==> src/rtl/ttfe_pkg.sv <==
`default_nettype none
package ttfe_pkg;

  // field and register widths
  localparam int SAMPLE_W   = 24;
  localparam int DELAY_W    = 15;
  localparam int COEF_W     = 16;
  localparam int GAIN_REG_W = 64;
  localparam int CFG_IDX_W  = 3;
  localparam int MAX_CH     = 8;
  localparam int CH_W       = 3;
  localparam int OUT_W      = (2 + MAX_CH) * SAMPLE_W;

  // shared multiplier widths
  localparam int OPA_W  = SAMPLE_W + 1;
  localparam int OPB_W  = COEF_W + 1;
  localparam int PROD_W = OPA_W + OPB_W;
  localparam int ACC_W  = PROD_W + 1;
  localparam int FRAC_W = 15;
  localparam int RND_W  = ACC_W - FRAC_W;

  // defaults for the top level parameters
  localparam int DEF_DEPTH_LOG2 = 15;
  localparam int DEF_CHANNELS   = 8;

  localparam logic [COEF_W-1:0]       ONE_Q15  = COEF_W'(2 ** FRAC_W);
  localparam logic signed [ACC_W-1:0] RND_HALF = ACC_W'(2 ** (FRAC_W - 1));

  // configuration register indexes
  localparam logic [CFG_IDX_W-1:0] REG_TAP_ONE_DELAY  = 3'd0;
  localparam logic [CFG_IDX_W-1:0] REG_TAP_TWO_DELAY  = 3'd1;
  localparam logic [CFG_IDX_W-1:0] REG_FEEDBACK_GAIN  = 3'd2;
  localparam logic [CFG_IDX_W-1:0] REG_DAMPING_COEFF  = 3'd3;
  localparam logic [CFG_IDX_W-1:0] REG_TAP_ONE_GAINS_LO = 3'd4;
  localparam logic [CFG_IDX_W-1:0] REG_TAP_ONE_GAINS_HI = 3'd5;
  localparam logic [CFG_IDX_W-1:0] REG_TAP_TWO_GAINS_LO = 3'd6;
  localparam logic [CFG_IDX_W-1:0] REG_TAP_TWO_GAINS_HI = 3'd7;

  typedef enum logic [3:0] {
    ST_IDLE,
    ST_TAP2,
    ST_SUM,
    ST_F1_MUL,
    ST_F1_RND,
    ST_F1_UPD,
    ST_F2_MUL,
    ST_F2_RND,
    ST_F2_UPD,
    ST_FB_MUL,
    ST_FB_RND,
    ST_FB_WR,
    ST_MIX_A,
    ST_MIX_B,
    ST_MIX_C,
    ST_DONE
  } state_t;

  // operand pair fed to the shared multiplier
  typedef enum logic [2:0] {
    OP_F1,
    OP_F2,
    OP_FB,
    OP_T1,
    OP_T2
  } op_sel_t;

  typedef struct packed {
    logic            rd_en;
    logic            rd_sel;
    logic            ld_tap1;
    logic            ld_sum;
    logic            mul_en;
    op_sel_t         op_sel;
    logic            acc_load;
    logic            upd_f1;
    logic            upd_f2;
    logic            mem_we;
    logic            mix_we;
    logic [CH_W-1:0] mix_ch;
    logic [CH_W-1:0] gain_ch;
    logic            out_load;
  } ctrl_t;

  // drop the fraction bits of an accumulator that already holds the rounding half
  function automatic logic signed [RND_W-1:0] shift_q15(input logic signed [ACC_W-1:0] v);
    return v[ACC_W-1:FRAC_W];
  endfunction

  // clamp to the signed sample range
  function automatic logic signed [SAMPLE_W-1:0] sat24(input logic signed [RND_W-1:0] v);
    logic [RND_W-SAMPLE_W:0] top;
    top = v[RND_W-1:SAMPLE_W-1];
    if (top == '0 || top == '1) begin
      return v[SAMPLE_W-1:0];
    end else if (v[RND_W-1]) begin
      return {1'b1, {(SAMPLE_W-1){1'b0}}};
    end else begin
      return {1'b0, {(SAMPLE_W-1){1'b1}}};
    end
  endfunction

endpackage
`default_nettype wire

==> src/rtl/ttfe_mac.sv <==
`default_nettype none
module ttfe_mac import ttfe_pkg::*; (
  input  wire logic                    clk,
  input  wire ctrl_t                   ctrl,
  input  wire logic signed [OPA_W-1:0] op_a,
  input  wire logic signed [OPB_W-1:0] op_b,
  output logic signed      [ACC_W-1:0] acc,
  output logic signed      [ACC_W-1:0] acc_sum
);

  logic signed [PROD_W-1:0] prod;

  // registered product, then accumulator preloaded with the rounding half
  always_ff @(posedge clk) begin
    if (ctrl.mul_en) begin
      prod <= op_a * op_b;
    end
    if (ctrl.acc_load) begin
      acc <= ACC_W'(prod) + RND_HALF;
    end
  end

  // second product of a mix added on the fly
  assign acc_sum = acc + ACC_W'(prod);

endmodule
`default_nettype wire

==> config.mk <==
export PLATFORM = sky130hd
export DESIGN_NAME = ttfe_mac
export DESIGN_NICKNAME = d
export VERILOG_FILES = /design/src/rtl/ttfe_pkg.sv /design/src/rtl/ttfe_mac.sv
export SDC_FILE = /design/constraint.sdc
export NUM_CORES = 1
export LEC_CHECK = 0
export ABC_CLOCK_PERIOD_IN_PS = 7350
export BUFFER_PORTS_ARGS = -buffer_cell sky130_fd_sc_hd__buf_4
export CAP_MARGIN = 40
export CORE_MARGIN = 2
export CORE_UTILIZATION = 55
export DETAILED_ROUTE_END_ITERATION = 8
export GPL_TIMING_DRIVEN = 0
export PLACE_DENSITY = 0.78
export SETUP_SLACK_MARGIN = 0.2
export SLEW_MARGIN = 20
export SYNTH_ARGS = -nofsm -noshare
export SYNTH_HDL_FRONTEND = slang
export SYNTH_SLANG_ARGS = --single-unit
==> constraint.sdc <==
create_clock -name clk -period 7.35 [get_ports clk]
set_input_delay 1.47 -clock clk [delete_from_list [all_inputs] [get_ports clk]]
set_output_delay 1.47 -clock clk [all_outputs]
set_load 0.005 [all_outputs]
==> results of run 1 <==
-- stage by stage --
step                cell area, um^2  std cells
global placement              22000       2762
CTS                           23900       2813
floorplan                     20500       2164
detailed placement            22000       2762
finish                        24300       2835
global route                  24300       2831
-- routing by layer --
| metal | wire, um | track usage, % | vias to the layer above |
|---|---|---|---|
| li1 | - | - | 7112 |
| met1 | 22800 | 39.2 | 7992 |
| met2 | 26600 | 50.1 | 767 |
| met3 | 5560 | 7.67 | 171 |
| met4 | 2670 | 12.2 | 0 |
| met5 | 0 | 0 | - |
-- cells in the mapped netlist (all sizes together), types with 4 or more instances --
master / n
ha: 144
nand2b: 14
a2111oi: 4
a21oi: 62
nand4: 15
o21ai: 31
clkbuf: 71
inv: 454
and2: 190
o2111ai: 6
o21bai: 15
nand4b: 4
edfxtp: 85
a21o: 37
nand3: 33
o211ai: 6
o21a: 18
nor3: 14
and4: 4
nor2b: 8
xor2: 28
fa: 417
nand2: 268
nor2: 67
and3: 16
nor4: 5
xnor2: 74
a31oi: 13
a211oi: 10
-- logic make-up after synthesis --
family	after synthesis
xor+xnor	102
fa+ha+maj	561
compound gates	235
mux	1
simple gates	652
buf+inv	528
flops	85
-- what timing repair did --
action,in CTS,in global routing
resized for setup,266,85
setup buffers,35,16
gates cloned,2,2
pin swaps,49,59
hold endpoints to repair,0,0
endpoints found under the setup margin,21,12
-- cell type report --
type	count	area [um^2]
Antenna cell	4	10.0
Buffer	72	1200
Clock buffer	9	225
Clock inverter	7	123
Fill cell	2803	12300
Inverter	454	1710
Multi-Input combinational cell	1551	16300
Sequential cell	85	2550
Tap cell	468	586
Timing Repair Buffer	185	1560
-- worst paths after layout --
kind | from | endpoint | slack [ns]
max | op_a[14] | prod[41]$_DFFE_PP_ | 0.18
min reg2reg | prod[8]$_DFFE_PP_ | acc[8]$_DFFE_PP_ | 0.46
max reg2reg | prod[14]$_DFFE_PP_ | acc[40]$_DFFE_PP_ | 5.08
min | prod[8]$_DFFE_PP_ | acc[8]$_DFFE_PP_ | 0.46
-- placed cells by master, fill, tap and decap left out, drive strengths merged, types with 4 or more instances in the layout --
cell	n
fa	417
and3	16
o211ai	6
edfxtp	85
inv	454
clkbuf	67
nor4	5
ha	144
nand3	33
xnor2	74
a21o	37
o21bai	15
nand4b	4
and2	190
nor2	67
nand2	268
and4	4
o2111ai	6
a211oi	10
a21oi	62
o21a	18
a31oi	13
a2111oi	4
o21ai	31
xor2	28
nor2b	8
buf	199
nand4	15
nand2b	14
diode	4
nor3	14
-- worst register-to-register path: cells and delay by family, from the launching register on --
kind / cells / cell delay [ns]
flops: 1 / 0.42
xor+xnor: 1 / 0.07
fa+ha+maj: 1 / 0.21
simple gates: 6 / 1.32
-- sequential cells by signal (all words and copies together), names as in the netlist --
name	flops
acc	43
prod	42
==> results.md, run 1 <==
- Post-synthesis xor/xnor area fraction: 4.37%
- Final core occ: roughly two thirds
- Cell area after synthesis: 0.0204 mm^2
- Rel. slew slack: 51.7%
- Vias in the first global route: 17,200
- Area of the die: slightly below 0.04 mm^2
- Worst-Margin Slew: ~0.72 ns
- WHS: 0.456 ns
- Count of final max-slew check failures: 0
- Post-synth EDFFs: 85
- Synth top area cells: fa_1 41%, edfxtp_1 12%, ha_1 8.8%, inv_1 8.3%, and2_1 5.8%
- RSZ-0062 raised after global routing: true
- TritonCTS Sinks: 85
- Dpl hpwl: 45.7 mm
- Cell mode on critical path: fa_1
- Mean area per synthesized cell: 9.44 um^2
- Multiplexer share of the synthesized area: 0.0490%
- CTS tree: built
- Largest net degree at the start of global routing: 44
- First-pass GRT wire length: about 91 mm
- FP Rows: 70
- Antenna Nets Post-Route: 0
- IO Count: 149
- Max Cap Viol: 0
- Port Buffers: 130
- Crit path depth: 23
- Ys async rst share: 0%
- Global route total overflow: 0
- Fin worst setup slack: 0.184 ns
- Critical path class: primary input to flop
- Hold_buf cts: 0
- Critical path endpoint category: flop
- Final Hold Fails: 0
- Hold Path Class: flop to flop
- Final clock skew: 0.00504 ns
- Post-synthesis cell type count: 65
- Final setup fails: 0
- Core Area: 0.0366 mm^2
- Worst slack at placement: -0.981 ns
- Starting density of the core: between 50% and 60%
- Worst R2R Path Depth: 8
- Slowest cell delay on critical path: just under 0.6 ns
- Worst path slowest cell: fa_1
- GRT Util Overall: around 31%
- WP buf/inv: 7
- Worst setup SP type: primary input
- WHS Path Cells: 0
- Final min period: 7.17 ns
- DRT iter0 DRCs: between 1,000 and 1,500
- Adder-Cell Fraction of Synth Area: 49.7%
- # DRC: 0
- CTS root buffer: clkbuf_16
- CP Max Fanout: 11
- Worst skew pair latency: 0.34 ns
- H-tree depth: 3
- Num CTS Buffers: 9
- Die width: 197 um
- Routed length per instance: 20.4 um
- Mapped Nets: between 2,000 and 3,000
- Final net count: 2,982
- CP Cell Sequence: buf_6 > clkbuf_16 > buf_4 > nand2_1 > fa_1 > inv_1 > fa_1 > fa_1 > fa_1 > fa_1 > inv_1 > fa_2 > inv_1 > ha_1 > nand2_1 > o21ai_2 > a21oi_1 > or4b_4 > nand4b_4 > a211oi_4 > buf_4 > o2111a_1 > a211o_1
- Compound-Gate Fraction of Synth Area: 7.84%
- Gate Count Post-Synth: approximately 2,200
- Vias/cell: approximately 5.7
- Final period utilization: just under 100%
- Fmax: 0.140 GHz
- Setup TNS: 0 ns
- Post-synth top flop: edfxtp_1
- Cell family with the largest share of critical-path delay: adder cells
- YS warnings: 0
- Synth-to-Final Area Change: 18.9%
- Area share of the largest cell type after synthesis: 40.9%
- Post-synthesis sequential area ratio: 12.5%
- Register bit total from synthesis: 85
- Cell accounting for the most synthesized area: fa_1
- Layout cells sized above 1: 15.3%
- Worst-path clk slew: 0.06 ns
- WL final: 57.7 mm
- Via count: between 15,000 and 20,000
- RePlAce Congestion: 0.980
- TritonRoute pass-1 iters: 7
- Die height: 197 um
- Main combinational cell family by area after synthesis: adder cells
- Critical path required time: 7.44 ns
- Initial antenna violation count: 2
- Status: complete, no violations
- WP data arrival: ~7.3 ns
- Simple-Gate Fraction of Synth Area: 15.8%
- Maximum root-to-sink buffer count: 2
Power of run 1 is not shown: default switching activity piles up to over one toggle a cycle in this logic, so the estimate is an artifact.
==> run 2, diff against run 1 <==
SETUP_SLACK_MARGIN = 0.1   (was 0.2)
==> results.md, run 2 (synthesized netlist as in run 1, its figures left out) <==
- Status: complete, no violations (unchanged)
- Count of final max-slew check failures: 0 (unchanged)
- Worst-path clk slew: 0.07 ns (was 0.06 ns)
- Largest net degree at the start of global routing: 44 (unchanged)
- First-pass GRT wire length: 88.1 mm (was 90.7 mm)
- Rel. slew slack: 53.1% (was 51.7%)
- IO Count: 149 (unchanged)
- Antenna Nets Post-Route: 0 (unchanged)
- Initial antenna violation count: 0 (was 2)
- Vias in the first global route: 16,600 (was 17,200)
- Global route total overflow: 0 (unchanged)
- Post-Layout Cell Count: 2,833 (was 2,835)
- Max FFs per register: 43 (unchanged)
- Final core occ: 64.9% (was 66.3%)
- Die height: 197 um (unchanged)
- CP Max Fanout: 10 (was 11)
- H-tree depth: 3 (unchanged)
- GRT Util Overall: 29.6% (was 30.6%)
- Critical path required time: 7.44 ns (about the same)
- WHS: 0.463 ns (was 0.456 ns)
- Reg2reg end: acc[40]$_DFFE_PP_ (unchanged)
- Critical path class: primary input to flop (unchanged)
- Final period utilization: 97.8% (was 97.5%)
- Core Area: 0.0366 mm^2 (unchanged)
- Final net count: 2,984 (was 2,982)
- DRT iter0 DRCs: 1,168 (was 1,088)
- Area of the die: 0.0387 mm^2 (unchanged)
- Worst R2R Path Depth: 8 (unchanged)
- Final Hold Fails: 0 (unchanged)
- Flop-to-flop setup slack: 5.01 ns (was 5.08 ns)
- Cell mode on critical path: fa_1 (unchanged)
- Max Cap Viol: 0 (unchanged)
- Port Buffers: 130 (unchanged)
- TritonCTS Sinks: 85 (unchanged)
- TritonRoute pass-1 iters: 7 (unchanged)
- Layout cells sized above 1: 14.6% (was 15.3%)
- CP Cell Sequence: buf_4 > clkbuf_16 > nand2_1 > fa_1 > fa_1 > fa_1 > fa_2 > fa_1 > fa_1 > inv_2 > ha_4 > a21o_1 > and3b_1 > nand3_1 > a21oi_4 > o221ai_2 > buf_4 > a31oi_4 > nor4_2 > a311o_1 (was buf_6 > clkbuf_16 > buf_4 > nand2_1 > fa_1 > inv_1 > fa_1 > fa_1 > fa_1 > fa_1 > inv_1 > fa_2 > inv_1 > ha_1 > nand2_1 > o21ai_2 > a21oi_1 > or4b_4 > nand4b_4 > a211oi_4 > buf_4 > o2111a_1 > a211o_1)
- Biggest regs: acc: 43 flops, prod: 42 flops (unchanged)
- Final min period: 7.19 ns (was 7.17 ns)
- Hold Path Class: flop to flop (unchanged)
- Num CTS Buffers: 9 (unchanged)
- Leading cell type in the layout, fill and taps excluded: inv_1 (unchanged)
- Final setup fails: 0 (unchanged)
- Most flops, register: acc (unchanged)
- RSZ-0062 raised after global routing: true (unchanged)
- Dpl cells: 2,762 (unchanged)
- Final clock skew: 0.00879 ns (was 0.00504 ns)
- CTS tree: built (unchanged)
- Starting density of the core: 55.8% (unchanged)
- Die width: 197 um (unchanged)
- Setup TNS: 0 ns (unchanged)
- Slowest cell delay on critical path: 0.61 ns (was 0.58 ns)
- WP data arrival: 7.28 ns (was 7.25 ns)
- Worst-Margin Slew: 0.701 ns (was 0.721 ns)
- Vias/cell: 5.63 (was 5.66)
- RePlAce Congestion: 1.01 (was 0.980)
- Maximum root-to-sink buffer count: 2 (unchanged)
- FP Rows: 70 (unchanged)
- Diode count: 0 (was 4)
- Critical path endpoint category: flop (unchanged)
- Routed length per instance: 20.0 um (was 20.4 um)
- # DRC: 0 (unchanged)
- Most frequent cells in the layout: 438 x inv_1, 402 x fa_1, 266 x nand2_1, 181 x and2_1, 164 x buf_4 (was 438 x inv_1, 395 x fa_1, 265 x nand2_1, 181 x and2_1, 154 x buf_4)
- Dpl hpwl: 46.5 mm (was 45.7 mm)
- Critical Path Source: op_a[12] (was op_a[14])
- CTS root buffer: clkbuf_16 (unchanged)
- Synth-to-Final Area Change: 16.3% (was 18.9%)
- Fmax: 0.139 GHz (was 0.140 GHz)
- Worst path slowest cell: fa_2 (was fa_1)
- Worst setup SP type: primary input (unchanged)
- WL final: 56.8 mm (was 57.7 mm)
- Worst skew pair latency: 0.34 ns (about the same)
- Crit path to: prod[38]$_DFFE_PP_ (was prod[41]$_DFFE_PP_)
- Via count: 15,900 (was 16,000)
- Reg-to-reg startpoint: prod[14]$_DFFE_PP_ (unchanged)
[run 2: per-stage QoR]
stage,area [um^2],worst slack (ns)
6_report,23800,0.162
3_5_place_dp,22000,-0.995
2_1_floorplan,20400,0.177
5_1_grt,23800,0.0296
4_1_cts,22900,0.101
3_3_place_gp,22000,-0.859
[run 2: layout make-up]
| class | count | area [um^2] |
|---|---|---|
| multi-input cells | 1551 | 16200 |
| inverters | 454 | 1710 |
| repair buffers | 189 | 1580 |
| plain buffers | 70 | 843 |
| flip-flops and latches | 85 | 2550 |
| clock inverters | 7 | 66.3 |
| clock buffers | 9 | 225 |
| well taps | 468 | 586 |
| fillers | 2916 | 12900 |
[run 2: layer usage]
layer	wire length [um]	vias up	part of all wire (%)	global-route usage (%)
li1	-	7106	-	-
met4	2220	0	3.9	9.83
met5	0	-	0	0
met2	26000	771	46	49.0
met1	23300	7941	41	40.2
met3	5280	129	9.3	4.65
[run 2: repair_timing]
| item | in CTS | in global routing |
|---|---|---|
| endpoints found under the hold margin | 0 | 0 |
| hold buffers | 0 | 0 |
| gates cloned | 0 | 5 |
| buffers inserted | 6 | 48 |
| setup endpoints to repair | 21 | 15 |
| pin swaps | 8 | 42 |
| resized for setup | 148 | 182 |
[run 2: critical path: cells and delay by family]
kind	cells	cell delay [ns]
simple gates	4	0.62
buf+inv	4	0.60
compound gates	5	1.18
fa+ha+maj	7	3.40
[run 2: worst min-delay path by stage]
| stage | slack [ns] | startpoint | cells after the start | to |
|---|---|---|---|---|
| floorplan | 0.43 | prod[0]$_DFFE_PP_ | 0 | acc[0]$_DFFE_PP_ |
| global placement | 0.44 | prod[0]$_DFFE_PP_ | 0 | acc[0]$_DFFE_PP_ |
| detailed placement | 0.45 | prod[0]$_DFFE_PP_ | 0 | acc[0]$_DFFE_PP_ |
| CTS | 0.46 | prod[0]$_DFFE_PP_ | 0 | acc[0]$_DFFE_PP_ |
| global route | 0.47 | prod[0]$_DFFE_PP_ | 0 | acc[0]$_DFFE_PP_ |
| finish | 0.46 | prod[0]$_DFFE_PP_ | 0 | acc[0]$_DFFE_PP_ |
Power of run 2 is left out for the same reason.
