**src/rtl/ttfe_pkg.sv**
```systemverilog
`default_nettype none
package ttfe_pkg;

  // field and register widths
  localparam int SAMPLE_W   = 24;
  localparam int DELAY_W    = 15;
  localparam int COEF_W     = 16;
  localparam int GAIN_REG_W = 64;
  localparam int CFG_IDX_W  = 3;
  localparam int MAX_CH     = 8;
  localparam int CH_W       = 3;
  localparam int OUT_W      = (2 + MAX_CH) * SAMPLE_W;

  // shared multiplier widths
  localparam int OPA_W  = SAMPLE_W + 1;
  localparam int OPB_W  = COEF_W + 1;
  localparam int PROD_W = OPA_W + OPB_W;
  localparam int ACC_W  = PROD_W + 1;
  localparam int FRAC_W = 15;
  localparam int RND_W  = ACC_W - FRAC_W;

  // defaults for the top level parameters
  localparam int DEF_DEPTH_LOG2 = 15;
  localparam int DEF_CHANNELS   = 8;

  localparam logic [COEF_W-1:0]       ONE_Q15  = COEF_W'(2 ** FRAC_W);
  localparam logic signed [ACC_W-1:0] RND_HALF = ACC_W'(2 ** (FRAC_W - 1));

  // configuration register indexes
  localparam logic [CFG_IDX_W-1:0] REG_TAP_ONE_DELAY  = 3'd0;
  localparam logic [CFG_IDX_W-1:0] REG_TAP_TWO_DELAY  = 3'd1;
  localparam logic [CFG_IDX_W-1:0] REG_FEEDBACK_GAIN  = 3'd2;
  localparam logic [CFG_IDX_W-1:0] REG_DAMPING_COEFF  = 3'd3;
  localparam logic [CFG_IDX_W-1:0] REG_TAP_ONE_GAINS_LO = 3'd4;
  localparam logic [CFG_IDX_W-1:0] REG_TAP_ONE_GAINS_HI = 3'd5;
  localparam logic [CFG_IDX_W-1:0] REG_TAP_TWO_GAINS_LO = 3'd6;
  localparam logic [CFG_IDX_W-1:0] REG_TAP_TWO_GAINS_HI = 3'd7;

  typedef enum logic [3:0] {
    ST_IDLE,
    ST_TAP2,
    ST_SUM,
    ST_F1_MUL,
    ST_F1_RND,
    ST_F1_UPD,
    ST_F2_MUL,
    ST_F2_RND,
    ST_F2_UPD,
    ST_FB_MUL,
    ST_FB_RND,
    ST_FB_WR,
    ST_MIX_A,
    ST_MIX_B,
    ST_MIX_C,
    ST_DONE
  } state_t;

  // operand pair fed to the shared multiplier
  typedef enum logic [2:0] {
    OP_F1,
    OP_F2,
    OP_FB,
    OP_T1,
    OP_T2
  } op_sel_t;

  typedef struct packed {
    logic            rd_en;
    logic            rd_sel;
    logic            ld_tap1;
    logic            ld_sum;
    logic            mul_en;
    op_sel_t         op_sel;
    logic            acc_load;
    logic            upd_f1;
    logic            upd_f2;
    logic            mem_we;
    logic            mix_we;
    logic [CH_W-1:0] mix_ch;
    logic [CH_W-1:0] gain_ch;
    logic            out_load;
  } ctrl_t;

  // drop the fraction bits of an accumulator that already holds the rounding half
  function automatic logic signed [RND_W-1:0] shift_q15(input logic signed [ACC_W-1:0] v);
    return v[ACC_W-1:FRAC_W];
  endfunction

  // clamp to the signed sample range
  function automatic logic signed [SAMPLE_W-1:0] sat24(input logic signed [RND_W-1:0] v);
    logic [RND_W-SAMPLE_W:0] top;
    top = v[RND_W-1:SAMPLE_W-1];
    if (top == '0 || top == '1) begin
      return v[SAMPLE_W-1:0];
    end else if (v[RND_W-1]) begin
      return {1'b1, {(SAMPLE_W-1){1'b0}}};
    end else begin
      return {1'b0, {(SAMPLE_W-1){1'b1}}};
    end
  endfunction

endpackage
`default_nettype wire

```
**src/rtl/ttfe_seq.sv**
```systemverilog
`default_nettype none
module ttfe_seq import ttfe_pkg::*; #(
  parameter int CHANNELS = DEF_CHANNELS
) (
  input  wire logic clk,
  input  wire logic rst,
  input  wire logic s_tvalid,
  input  wire logic out_free,
  output logic      s_tready,
  output ctrl_t     ctrl
);

  localparam logic [CH_W-1:0] LAST_CH = CH_W'(CHANNELS - 1);

  state_t          state, state_next;
  logic [CH_W-1:0] ch, ch_next;
  logic            last_ch;

  assign last_ch = (ch == LAST_CH);

  always_ff @(posedge clk) begin
    if (rst) begin
      state <= ST_IDLE;
      ch    <= '0;
    end else begin
      state <= state_next;
      ch    <= ch_next;
    end
  end

  // next state
  always_comb begin
    state_next = state;
    ch_next    = ch;
    case (state)
      ST_IDLE:   if (s_tvalid) state_next = ST_TAP2;
      ST_TAP2:   state_next = ST_SUM;
      ST_SUM:    state_next = ST_F1_MUL;
      ST_F1_MUL: state_next = ST_F1_RND;
      ST_F1_RND: state_next = ST_F1_UPD;
      ST_F1_UPD: state_next = ST_F2_MUL;
      ST_F2_MUL: state_next = ST_F2_RND;
      ST_F2_RND: state_next = ST_F2_UPD;
      ST_F2_UPD: state_next = ST_FB_MUL;
      ST_FB_MUL: state_next = ST_FB_RND;
      ST_FB_RND: state_next = ST_FB_WR;
      ST_FB_WR:  state_next = ST_MIX_A;
      ST_MIX_A:  state_next = ST_MIX_B;
      ST_MIX_B:  state_next = ST_MIX_C;
      ST_MIX_C: begin
        if (last_ch) begin
          state_next = ST_DONE;
          ch_next    = '0;
        end else begin
          state_next = ST_MIX_B;
          ch_next    = ch + 1'b1;
        end
      end
      ST_DONE:   if (out_free) state_next = ST_IDLE;
      default:   state_next = ST_IDLE;
    endcase
  end

  // outputs
  always_comb begin
    ctrl     = '0;
    s_tready = 1'b0;
    case (state)
      ST_IDLE: begin
        s_tready    = 1'b1;
        ctrl.rd_en  = s_tvalid;
        ctrl.rd_sel = 1'b0;
      end
      ST_TAP2: begin
        ctrl.rd_en   = 1'b1;
        ctrl.rd_sel  = 1'b1;
        ctrl.ld_tap1 = 1'b1;
      end
      ST_SUM:    ctrl.ld_sum = 1'b1;
      ST_F1_MUL: begin
        ctrl.mul_en = 1'b1;
        ctrl.op_sel = OP_F1;
      end
      ST_F1_RND: ctrl.acc_load = 1'b1;
      ST_F1_UPD: ctrl.upd_f1 = 1'b1;
      ST_F2_MUL: begin
        ctrl.mul_en = 1'b1;
        ctrl.op_sel = OP_F2;
      end
      ST_F2_RND: ctrl.acc_load = 1'b1;
      ST_F2_UPD: ctrl.upd_f2 = 1'b1;
      ST_FB_MUL: begin
        ctrl.mul_en = 1'b1;
        ctrl.op_sel = OP_FB;
      end
      ST_FB_RND: ctrl.acc_load = 1'b1;
      ST_FB_WR:  ctrl.mem_we = 1'b1;
      ST_MIX_A: begin
        ctrl.mul_en  = 1'b1;
        ctrl.op_sel  = OP_T1;
        ctrl.gain_ch = ch;
      end
      ST_MIX_B: begin
        ctrl.mul_en   = 1'b1;
        ctrl.op_sel   = OP_T2;
        ctrl.gain_ch  = ch;
        ctrl.acc_load = 1'b1;
      end
      ST_MIX_C: begin
        ctrl.mix_we  = 1'b1;
        ctrl.mix_ch  = ch;
        // start tap one of the next channel
        ctrl.mul_en  = !last_ch;
        ctrl.op_sel  = OP_T1;
        ctrl.gain_ch = ch + 1'b1;
      end
      ST_DONE:   ctrl.out_load = out_free;
      default:   ctrl = '0;
    endcase
  end

endmodule
`default_nettype wire

```
**config.mk**
```make
export PLATFORM = sky130hd
export DESIGN_NAME = ttfe_seq
export DESIGN_NICKNAME = d
export VERILOG_FILES = /design/src/rtl/ttfe_pkg.sv /design/src/rtl/ttfe_seq.sv
export SDC_FILE = /design/constraint.sdc
export NUM_CORES = 1
export LEC_CHECK = 0
export ABC_AREA = 1
export BUFFER_PORTS_ARGS = -buffer_cell sky130_fd_sc_hd__buf_2
export CAP_MARGIN = 5
export CORE_AREA = 2 2 39 41
export DETAILED_ROUTE_END_ITERATION = 8
export DIE_AREA = 0 0 41 43
export GPL_TIMING_DRIVEN = 0
export PLACE_DENSITY = 0.84
export SETUP_SLACK_MARGIN = 0.15
export SLEW_MARGIN = 20
export SYNTH_ARGS = -nofsm -noshare
export SYNTH_HDL_FRONTEND = slang
export SYNTH_SLANG_ARGS = --single-unit
```
**constraint.sdc**
```tcl
create_clock -name clk -period 3.1 [get_ports clk]
set_input_delay 0.31 -clock clk [delete_from_list [all_inputs] [get_ports clk]]
set_output_delay 0.31 -clock clk [all_outputs]
set_load 0.01 [all_outputs]
```
==> results of run 1 <==
[power by group through the flow]
| stage | logic (mW) | registers (mW) | clock network, mW |
|---|---|---|---|
| after floorplan | 0.0638 | 0.0990 | 0 |
| after global placement | 0.0859 | 0.0995 | 0 |
| after detailed placement | 0.0879 | 0.0995 | 0 |
| after CTS | 0.0881 | 0.0977 | 0.0842 |
| after global routing | 0.100 | 0.0980 | 0.0873 |
| final | 0.0876 | 0.0978 | 0.0800 |
[worst max path at each step]
stage,from,end
final,state[2],ctrl[15]
after global routing,state[2],ctrl[15]
after CTS,state[2],ctrl[15]
after detailed placement,state[2],ctrl[15]
after global placement,state[2],ctrl[15]
after floorplan,state[1],ctrl[15]
[Yosys cell counts, types with 2 or more instances]
master,instances
sky130_fd_sc_hd__nand2_4,2
sky130_fd_sc_hd__a21oi_1,8
sky130_fd_sc_hd__nor3_1,2
sky130_fd_sc_hd__nor2_1,21
sky130_fd_sc_hd__buf_4,2
sky130_fd_sc_hd__nand3_1,9
sky130_fd_sc_hd__nand2_1,15
sky130_fd_sc_hd__o21ai_0,4
sky130_fd_sc_hd__dfxtp_1,7
sky130_fd_sc_hd__ha_1,2
sky130_fd_sc_hd__inv_1,17
sky130_fd_sc_hd__inv_2,3
[worst reg2reg max path, cell delays in order (launching register included)]
cell,delay (ns)
sky130_fd_sc_hd__dfxtp_1,0.46
sky130_fd_sc_hd__inv_1,0.10
sky130_fd_sc_hd__nand2_1,0.15
sky130_fd_sc_hd__nor2_1,0.08
sky130_fd_sc_hd__nor2_1,0.11
sky130_fd_sc_hd__nand3_1,0.08
sky130_fd_sc_hd__nand2_1,0.06
sky130_fd_sc_hd__inv_1,0.03
[routing by layer]
layer  part of all wire (%)  routed length [um]  vias to the layer above  global-route usage, %
li1                       -                   -                      372                      -
met4                      0                   0                        0                   2.67
met1                     42                 584                      308                   22.7
met3                    8.9                 124                        0                   7.85
met5                      0                   0                        -                      0
met2                     49                 684                       31                   32.8
[logic make-up (layout without fill, tap and decap cells)]
family                   count (synthesis)  count (layout)  synth area share [%]
AO/OA/AOI/OAI                           16              16                  14.7
adder cells (fa/ha/maj)                  2               2                  4.14
buffers and inverters                   23              51                  16.8
flip-flops                               7               7                  23.2
AND/OR/NAND/NOR                         52              52                  41.2
[registers in the layout, summed over array words and instances, names as in the netlist]
| signal | cells |
|---|---|
| ch | 3 |
| state | 4 |
[area by class of cell]
type	count	area, sq um	area share (%)
Tap cell	16	20.0	2.60
Multi-Input combinational cell	70	363	47.1
Inverter	20	75.1	9.74
Sequential cell	7	140	18.2
Buffer	3	26.3	3.41
Timing Repair Buffer	24	120	15.6
Clock buffer	4	26.3	3.41
[metrics by stage]
stage	cells	area [sq um]	util [%]	power, mW	setup slack (ns)
2_1_floorplan	100	604	-	0.163	1.75
3_3_place_gp	140	744	53.8	0.185	1.66
3_5_place_dp	140	744	53.8	0.187	1.64
4_1_cts	144	771	55.7	0.270	1.36
5_1_grt	144	771	55.7	0.285	1.23
6_report	144	771	55.7	0.265	1.35
==> impl_metrics.toml, run 1 <==
[routing]
routedWlPerCell_um = 9.67
firstDrtPassIters = 4
routed_wl_mm = 1.39
detail_route.drc_violations = 0
via_count = 711
viasPerCell = 4.94
route.antenna.remaining_nets = 0
first_iter_violations = 13

[run]
drv_cap = 0

[clock_tree]
cts_clock_pin_slew_for_the_worst_setup_and_hold_paths_ns = 0.05
tritoncts.num_buffers = 3
clkLatencyLatePin_ns = 0.25
cts_hold_buffers = 0
h-tree-depth = 1
tritoncts = "yes"
maximum_buffer_depth_of_the_clock_tree = 2
cells_resized_by_post_cts_repair = 0
clk_sinks = 7
post_cts.repair.setup_buffers = 0
cts_root_buffer = "sky130_fd_sc_hd__clkbuf_4"

[sta]
grt_setup_unrepaired = "false"
drv_slew = 0
max_freq_mhz = 573
number_of_hold_slack_violations_in_the_final_timing_report = 0
fin_setup_tns_ns = 0
worst-slew-pin-transition_ns = 0.264
maxSlewHeadroom_pct = 82.4
timing.hold.ws_ns = 0.287
worst_skew_ns = 0.00251
final_min_period_over_clock_period_pct = 56.3
report.final.setup_viol = 0
layout_min_cycle_time_ns = 1.75

[power_and_ir_drop]
power-per-cell-area_nw_per_um2 = 344
power_frac_comb_pct = 33.0
power.share.switching_pct = 33.1
p_switching_mw = 0.0879
peakVddDrop_v = 0.000245
power_frac_clock_pct = 30.2
p_seq_share_pct = 36.8
leakagePower_nw = 0.481
internal-power_mw = 0.177

[hold_path]
hold-path-cell-count = 2
worst_hold_startpoint = "rst"
worstHoldEndpoint = "state[3]"
holdCritPathClass = "primary input to flip-flop"

[layout]
most-common-layout-cells = "24 x sky130_fd_sc_hd__buf_2, 21 x sky130_fd_sc_hd__nor2_1, 17 x sky130_fd_sc_hd__inv_1"
mostFrequentLayoutCell = "sky130_fd_sc_hd__buf_2"
fill_cells = 141
num-nets-final = 135
diodes = 0
layout-drive-gt1-share_pct = 30.5
area_growth_syn_to_layout_pct = 27.5

[global_routing]
grt_pass1_wl_mm = 2.44
number_of_antenna_violations_at_the_first_check_in_global_routing = 0
grt.overflow.total = 0
grt_pass1_vias = 638
globalRouteTotalUtil_pct = 19.5
maximum_number_of_pins_on_one_net_before_global_route_repair = 9

[placement]
port-buffer-count = 24
place_congestion = 0.802
dp.final_hpwl_mm = 1.16

[critical_path]
critical_path.reg2reg.startpoint = "state[2]"
rr_endpoint = "state[2]"
path_max_fanout = 6
cp_num_cells = 6
worst_r2r_path_depth = 7
start_kind = "flip-flop"
cp_slowest_stage_delay_ns = 0.46
critPathBufInv = 2
worst_ep_arrival_time_ns = 1.44
critPathSlowestCell = "sky130_fd_sc_hd__dfxtp_1"
critical_path_class = "flip-flop to output port"
rrSetupSlack_ns = 1.93
worst-endpoint-required_ns = 2.79
cp-end-kind = "output port"
timing.critical_path.cells = "inv_1 -> nand2_1 -> nor2_1 -> a21oi_1 -> nand3_1 -> buf_2"
cpLargestDelayFamily = "flip-flops"

[logic_synthesis]
ys_seq_area_share_pct = 23.2
synth_cell_type_count = 20
synthDominantAreaCellType = "sky130_fd_sc_hd__dfxtp_1"
synth_edf_count = 0
postSynthAreaPerCell_sq_um = 6.04
mappedNetlistNets = 106
synth_async_sr_flop_share_pct = 0
synth.top_cell.area_share_pct = 23.2
flip_flop_and_latch_count_after_synthesis = 7
synth_top_cells_by_area = "sky130_fd_sc_hd__dfxtp_1 23%, sky130_fd_sc_hd__nor2_1 13%, sky130_fd_sc_hd__inv_1 11%"
synth_flop_cell = "sky130_fd_sc_hd__dfxtp_1"
mapped_cell_area_sq_um = 604
ys_warn_count = 0
postSynthCellCount = 100

[die]
die_area_sq_um = 1760
row_count = 14
die_height_um = 43
die_x_um = 41
floorplan.core_area_sq_um = 1380
boundaryPins = 25
floorplan.initialDensity_pct = 43.7

[outcome]
status = "finished, final reports clean"
Power figures use the tool's default switching activity.
==> inputs of run 2 (changes only) <==
- CORE_AREA: 2 2 39 41 -> not set
- CORE_MARGIN: not set -> 1.5
- CORE_UTILIZATION: not set -> 45
- DIE_AREA: 0 0 41 43 -> not set
- clock period: 3.1 -> 1.8 ns (I/O delays scaled with it)
==> run 2 against run 1 <==
  * Clock skew shrank 0.00075 ns
  * Critical endpoint is now ctrl[11]
  * Critical path depth grew 1
  * Critical path type unchanged
  * Non-clock buffer count is the same
  * Total power grew 74%
  * Flip-flop and latch count is the same
  * Die area shrank 11%
  * Hold slack lost 0.12 ns
  * Final cell count shrank 0.69%
  * Largest cell class unchanged
  * Utilization grew 5.5 points
  * Clock power grew 69%
  * Sequential power grew 73%
==> impl_metrics.toml, run 2 (synthesized netlist as in run 1, its figures left out) <==
[sta]
final_min_period_over_clock_period_pct = 85.6
drv_slew = 0
worst_slack_ns = 0.259
worst-slew-pin-transition_ns = 0.253
fin_setup_tns_ns = 0
layout_min_cycle_time_ns = 1.54
grt_setup_unrepaired = "false"
timing.hold.ws_ns = 0.163
report.final.setup_viol = 0
max_freq_mhz = 649
maxSlewHeadroom_pct = 83.1
worst_skew_ns = 0.00176
number_of_hold_slack_violations_in_the_final_timing_report = 0

[clock_tree]
h-tree-depth = 1
tritoncts = "yes"
tritoncts.num_buffers = 3
clk_sinks = 7
maximum_buffer_depth_of_the_clock_tree = 2
cts_hold_buffers = 0
cts_clock_pin_slew_for_the_worst_setup_and_hold_paths_ns = 0.05
clkLatencyLatePin_ns = 0.24
cts_root_buffer = "sky130_fd_sc_hd__clkbuf_4"
post_cts.repair.setup_buffers = 0

[global_routing]
number_of_antenna_violations_at_the_first_check_in_global_routing = 0
grt_pass1_vias = 537
maximum_number_of_pins_on_one_net_before_global_route_repair = 9
grt.overflow.total = 0
globalRouteTotalUtil_pct = 21.8
grt_pass1_wl_mm = 2.21

[critical_path]
critical_path.reg2reg.startpoint = "state[3]"
path_max_fanout = 8
rr_endpoint = "state[2]"
critPathBufInv = 3
critical_path_class = "flip-flop to output port"
rrSetupSlack_ns = 0.65
worst_ep_arrival_time_ns = 1.36
critPathSlowestCell = "sky130_fd_sc_hd__dfxtp_1"
start_kind = "flip-flop"
cpLargestDelayFamily = "buffers and inverters"
endpoint = "ctrl[11]"
cp_launch_point = "state[1]"
worst-endpoint-required_ns = 1.62
timing.critical_path.cells = "buf_6 -> inv_1 -> nand2_2 -> nor2_1 -> a21oi_1 -> o21ai_0 -> buf_2"
worst_r2r_path_depth = 7
cp_slowest_stage_delay_ns = 0.30
cp-end-kind = "output port"
cp_num_cells = 7

[routing]
first_iter_violations = 20
via_count = 729
firstDrtPassIters = 4
routed_wl_mm = 1.51
route.antenna.remaining_nets = 0
routedWlPerCell_um = 10.5
detail_route.drc_violations = 0
viasPerCell = 5.10

[power_and_ir_drop]
peakVddDrop_v = 0.000650
total_power_mw = 0.461
internal-power_mw = 0.307
power_frac_comb_pct = 33.9
p_seq_share_pct = 36.7
p_switching_mw = 0.154
power-per-cell-area_nw_per_um2 = 593
power.share.switching_pct = 33.4
leakagePower_nw = 0.483
power_frac_clock_pct = 29.4

[layout]
area_growth_syn_to_layout_pct = 28.6
largest_reg_flops = 4
mostFrequentLayoutCell = "sky130_fd_sc_hd__buf_2"
post-route-cell-area_sq_um = 777
fill_cells = 128
num-nets-final = 135
top_register = "state"
most-common-layout-cells = "24 x sky130_fd_sc_hd__buf_2, 21 x sky130_fd_sc_hd__nor2_1, 17 x sky130_fd_sc_hd__inv_1"
leading_registers_by_flop_count = "state (4), ch (3)"
diodes = 0
layout-drive-gt1-share_pct = 32.8

[placement]
place_congestion = 0.807
dp.final_hpwl_mm = 1.23
port-buffer-count = 24
placement.cell_area_sq_um = 743
placement.setup.worst_slack_ns = 0.483

[die]
floorplan.initialDensity_pct = 47.6
die_height_um = 39.6
floorplan.core_area_sq_um = 1270
row_count = 13
die_x_um = 39.6
die_area_sq_um = 1570
boundaryPins = 25

[run]
drv_cap = 0

[outcome]
status = "finished, final reports clean"

[hold_path]
holdCritPathClass = "primary input to flip-flop"
-- run 2: cell types whose count changed in the layout (fill, tap and decap cells not counted) --
cell | before | now
sky130_fd_sc_hd__a21oi_1 | 8 | 7
sky130_fd_sc_hd__a21oi_2 | 0 | 1
sky130_fd_sc_hd__dfxtp_1 | 7 | 6
sky130_fd_sc_hd__dfxtp_2 | 0 | 1
sky130_fd_sc_hd__nand2_1 | 15 | 14
sky130_fd_sc_hd__nand2_2 | 1 | 2
-- run 2: worst min-delay path by stage --
stage	start	endpoint	cells after the start
2_1_floorplan	rst	ch[1]	1
3_3_place_gp	rst	ch[2]	2
3_5_place_dp	rst	ch[2]	2
4_1_cts	rst	ch[2]	2
5_1_grt	rst	state[1]	2
6_report	rst	ch[2]	2
-- run 2: final cells by class --
cell class	count	area (sq um)	area share, %
plain buffers	3	26.3	3.38
clock buffers	4	26.3	3.38
inverters	20	75.1	9.66
multi-input cells	70	369	47.5
flip-flops and latches	7	141	18.2
well taps	15	18.8	2.42
repair buffers	24	120	15.5
-- run 2: timing repair --
action / 4_1_cts / 5_1_grt
endpoints found under the setup margin: 0 / 5
gates resized for setup: 0 / 3
endpoints found under the hold margin: 0 / 0
-- run 2: metal layers --
layer / GRT usage (%) / part of all wire, %
met3: 10.2 / 10
met4: 0 / 0
met5: 0 / 0
met1: 23.5 / 39
met2: 40.2 / 51
-- run 2: power by group through the flow --
stage | Clock, mW | Sequential (mW) | Combinational [mW]
5_1_grt | 0.155 | 0.169 | 0.170
4_1_cts | 0.144 | 0.169 | 0.152
3_5_place_dp | 0 | 0.172 | 0.152
2_1_floorplan | 0 | 0.171 | 0.110
6_report | 0.135 | 0.169 | 0.156
3_3_place_gp | 0 | 0.171 | 0.148
-- run 2: per-stage QoR --
step,cells,utilization (%)
6_report,143,61.2
5_1_grt,143,61.2
4_1_cts,143,60.7
3_5_place_dp,139,58.6
3_3_place_gp,139,58.6
2_1_floorplan,100,-
==> inputs of run 3 (changes only) <==
--- a/config.mk
+++ b/config.mk
@@ -10,7 +10,7 @@
 export CAP_MARGIN = 5
-export CORE_MARGIN = 1.5
-export CORE_UTILIZATION = 45
+export CORE_MARGIN = 5
+export CORE_UTILIZATION = 41
 export DETAILED_ROUTE_END_ITERATION = 8
 export GPL_TIMING_DRIVEN = 0
-export PLACE_DENSITY = 0.84
+export PLACE_DENSITY = 0.81
 export SETUP_SLACK_MARGIN = 0.15
==> constraint.sdc (replaced) <==
create_clock -name clk -period 1.4 [get_ports clk]
set_input_delay 0.14 -clock clk [delete_from_list [all_inputs] [get_ports clk]]
set_output_delay 0.14 -clock clk [all_outputs]
set_load 0.005 [all_outputs]
==> run 3 against run 2 <==
  * The run now ends with negative setup slack left
  * Hold slack worse by 0.044 ns
  * Global-route usage shrank 5.5 points
  * Via count increased by 11%
  * Combinational power rose by 110%
  * Sequential share of layout area decreased by 4.1 points
  * Flip-flop and latch count unchanged
  * Non-clock buffer count up 15
  * Largest power group is now combinational logic
  * Clock-buffer cell count unchanged
  * Critical path depth did not move
  * Sequential power up 29%
  * First-iteration DRC count is 20% lower
==> impl_metrics.toml, run 3 (synthesized netlist as in run 1, its figures left out) <==
[die]
die_x_um = 48.4
floorplan.initialDensity_pct = 44.8
floorplan.core_area_sq_um = 1350
die_height_um = 48.4
die_area_sq_um = 2340
boundaryPins = 25
row_count = 13

[layout]
post-route-cell-area_sq_um = 1080
fill_cells = 97
largest_reg_flops = 4
diodes = 0
num-nets-final = 150
post-route-util_pct = 80.4
mostFrequentLayoutCell = "sky130_fd_sc_hd__buf_2"
leading_registers_by_flop_count = "state (4), ch (3)"
stdcell_count = 158
area_growth_syn_to_layout_pct = 79.5
top_register = "state"
most-common-layout-cells = "22 x sky130_fd_sc_hd__buf_2, 13 x sky130_fd_sc_hd__inv_1, 10 x sky130_fd_sc_hd__nor2_1, 10 x sky130_fd_sc_hd__buf_4"
layout-drive-gt1-share_pct = 63.6

[clock_tree]
clkLatencyLatePin_ns = 0.25
tritoncts = "yes"
cts_hold_buffers = 0
cts_root_buffer = "sky130_fd_sc_hd__clkbuf_4"
tritoncts.num_buffers = 3
maximum_buffer_depth_of_the_clock_tree = 2
h-tree-depth = 1
clk_sinks = 7
cts_clock_pin_slew_for_the_worst_setup_and_hold_paths_ns = 0.05

[routing]
detail_route.drc_violations = 0
first_iter_violations = 16
routed_wl_mm = 2.16
route.antenna.remaining_nets = 0
firstDrtPassIters = 4
routedWlPerCell_um = 13.6
via_count = 812
viasPerCell = 5.14

[global_routing]
number_of_antenna_violations_at_the_first_check_in_global_routing = 0
gr-usage-met2_pct = 30.9
top_usage_layer = "met2"
grt.overflow.total = 0
maximum_number_of_pins_on_one_net_before_global_route_repair = 8
grt_util_met3_pct = 6.42
grt_util_met1_pct = 15.2
grt_pass1_wl_mm = 3.15
grt_pass1_vias = 784
globalRouteTotalUtil_pct = 16.3

[outcome]
failed_checks = "negative setup slack"
status = "complete, but fails checks"

[critical_path]
timing.critical_path.cells = "buf_8 -> inv_4 -> nand2_4 -> nor2_1 -> a21oi_2 -> nand3_1 -> buf_2"
critPathBufInv = 3
cp_slowest_stage_delay_ns = 0.33
start_kind = "flip-flop"
worst_ep_arrival_time_ns = 1.27
cpLargestDelayFamily = "flip-flops"
critPathSlowestCell = "sky130_fd_sc_hd__dfxtp_2"
cp-end-kind = "output port"
critical_path_class = "flip-flop to output port"
path_max_fanout = 6
worst-endpoint-required_ns = 1.26

[sta]
maxSlewHeadroom_pct = 85.0
max_freq_mhz = 707
worst_slack_ns = -0.0143
layout_min_cycle_time_ns = 1.41
worst_skew_ns = 0.00448
worst-slew-pin-transition_ns = 0.225
number_of_hold_slack_violations_in_the_final_timing_report = 0
report.final.setup_viol = 6
drv_slew = 0
final_min_period_over_clock_period_pct = 101
grt_setup_unrepaired = "true"

[placement]
placement.cell_area_sq_um = 743
port-buffer-count = 24
place_congestion = 0.834
dp.final_hpwl_mm = 1.24
placedCellCount = 139

[hold_path]
holdCritPathClass = "primary input to flip-flop"

[power_and_ir_drop]
peakVddDrop_v = 0.000659
power-per-cell-area_nw_per_um2 = 668
leakagePower_nw = 0.594

[run]
drv_cap = 0
==> run 3: cell type report <==
cell class / count / area [sq um] / area share [%]
buffer: 3 / 37.5 / 3.46
clock buffer: 4 / 26.3 / 2.42
inverter: 20 / 87.6 / 8.07
multi-input combinational: 70 / 498 / 45.9
sequential: 7 / 153 / 14.1
tap: 15 / 18.8 / 1.73
timing repair buffer: 39 / 264 / 24.3
==> run 3: path summary, 6_finish.rpt <==
check / from / to / slack [ns] / depth (start not counted)
min reg2reg: ch[2] / ch[2] / 0.55 / 2
max: state[1] / ctrl[15] / -0.01 / 7
max reg2reg: state[0] / ch[0] / 0.04 / 9
min: rst / state[3] / 0.12 / 2
==> run 3: routing by layer <==
| layer | up-vias | wire length [um] | part of all wire [%] |
|---|---|---|---|
| li1 | 399 | - | - |
| met1 | 360 | 766 | 36 |
| met2 | 43 | 1160 | 54 |
| met3 | 10 | 142 | 6.6 |
| met4 | 0 | 86 | 4.0 |
| met5 | - | 0 | 0 |
==> run 3: repair_timing <==
item | 4_1_cts | 5_1_grt
hold endpoints to repair | 0 | 0
pin swaps | 9 | 10
resized for setup | 37 | 30
setup endpoints to repair | 21 | 23
buffers inserted | 12 | 3
==> run 3: stage by stage <==
stage / power [mW] / hold WS [ns] / TNS [ns] / setup slack, ns
2_1_floorplan: 0.349 / 0.209 / 0 / 0.316
5_1_grt: 0.765 / 0.121 / -0.815 / -0.0947
4_1_cts: 0.668 / 0.104 / -0.0801 / -0.0330
6_report: 0.724 / 0.118 / -0.0314 / -0.0143
3_5_place_dp: 0.405 / 0.368 / 0 / 0.0785
3_3_place_gp: 0.400 / 0.368 / 0 / 0.140
==> run 3: power by group <==
| group | total (mW) | internal (mW) | leakage (nW) | switching [mW] |
|---|---|---|---|---|
| sequential | 0.218 | 0.209 | 0.0601 | 0.00881 |
| combinational | 0.323 | 0.145 | 0.518 | 0.178 |
| clock | 0.183 | 0.109 | 0.0150 | 0.0743 |
| total | 0.724 | 0.463 | 0.594 | 0.261 |
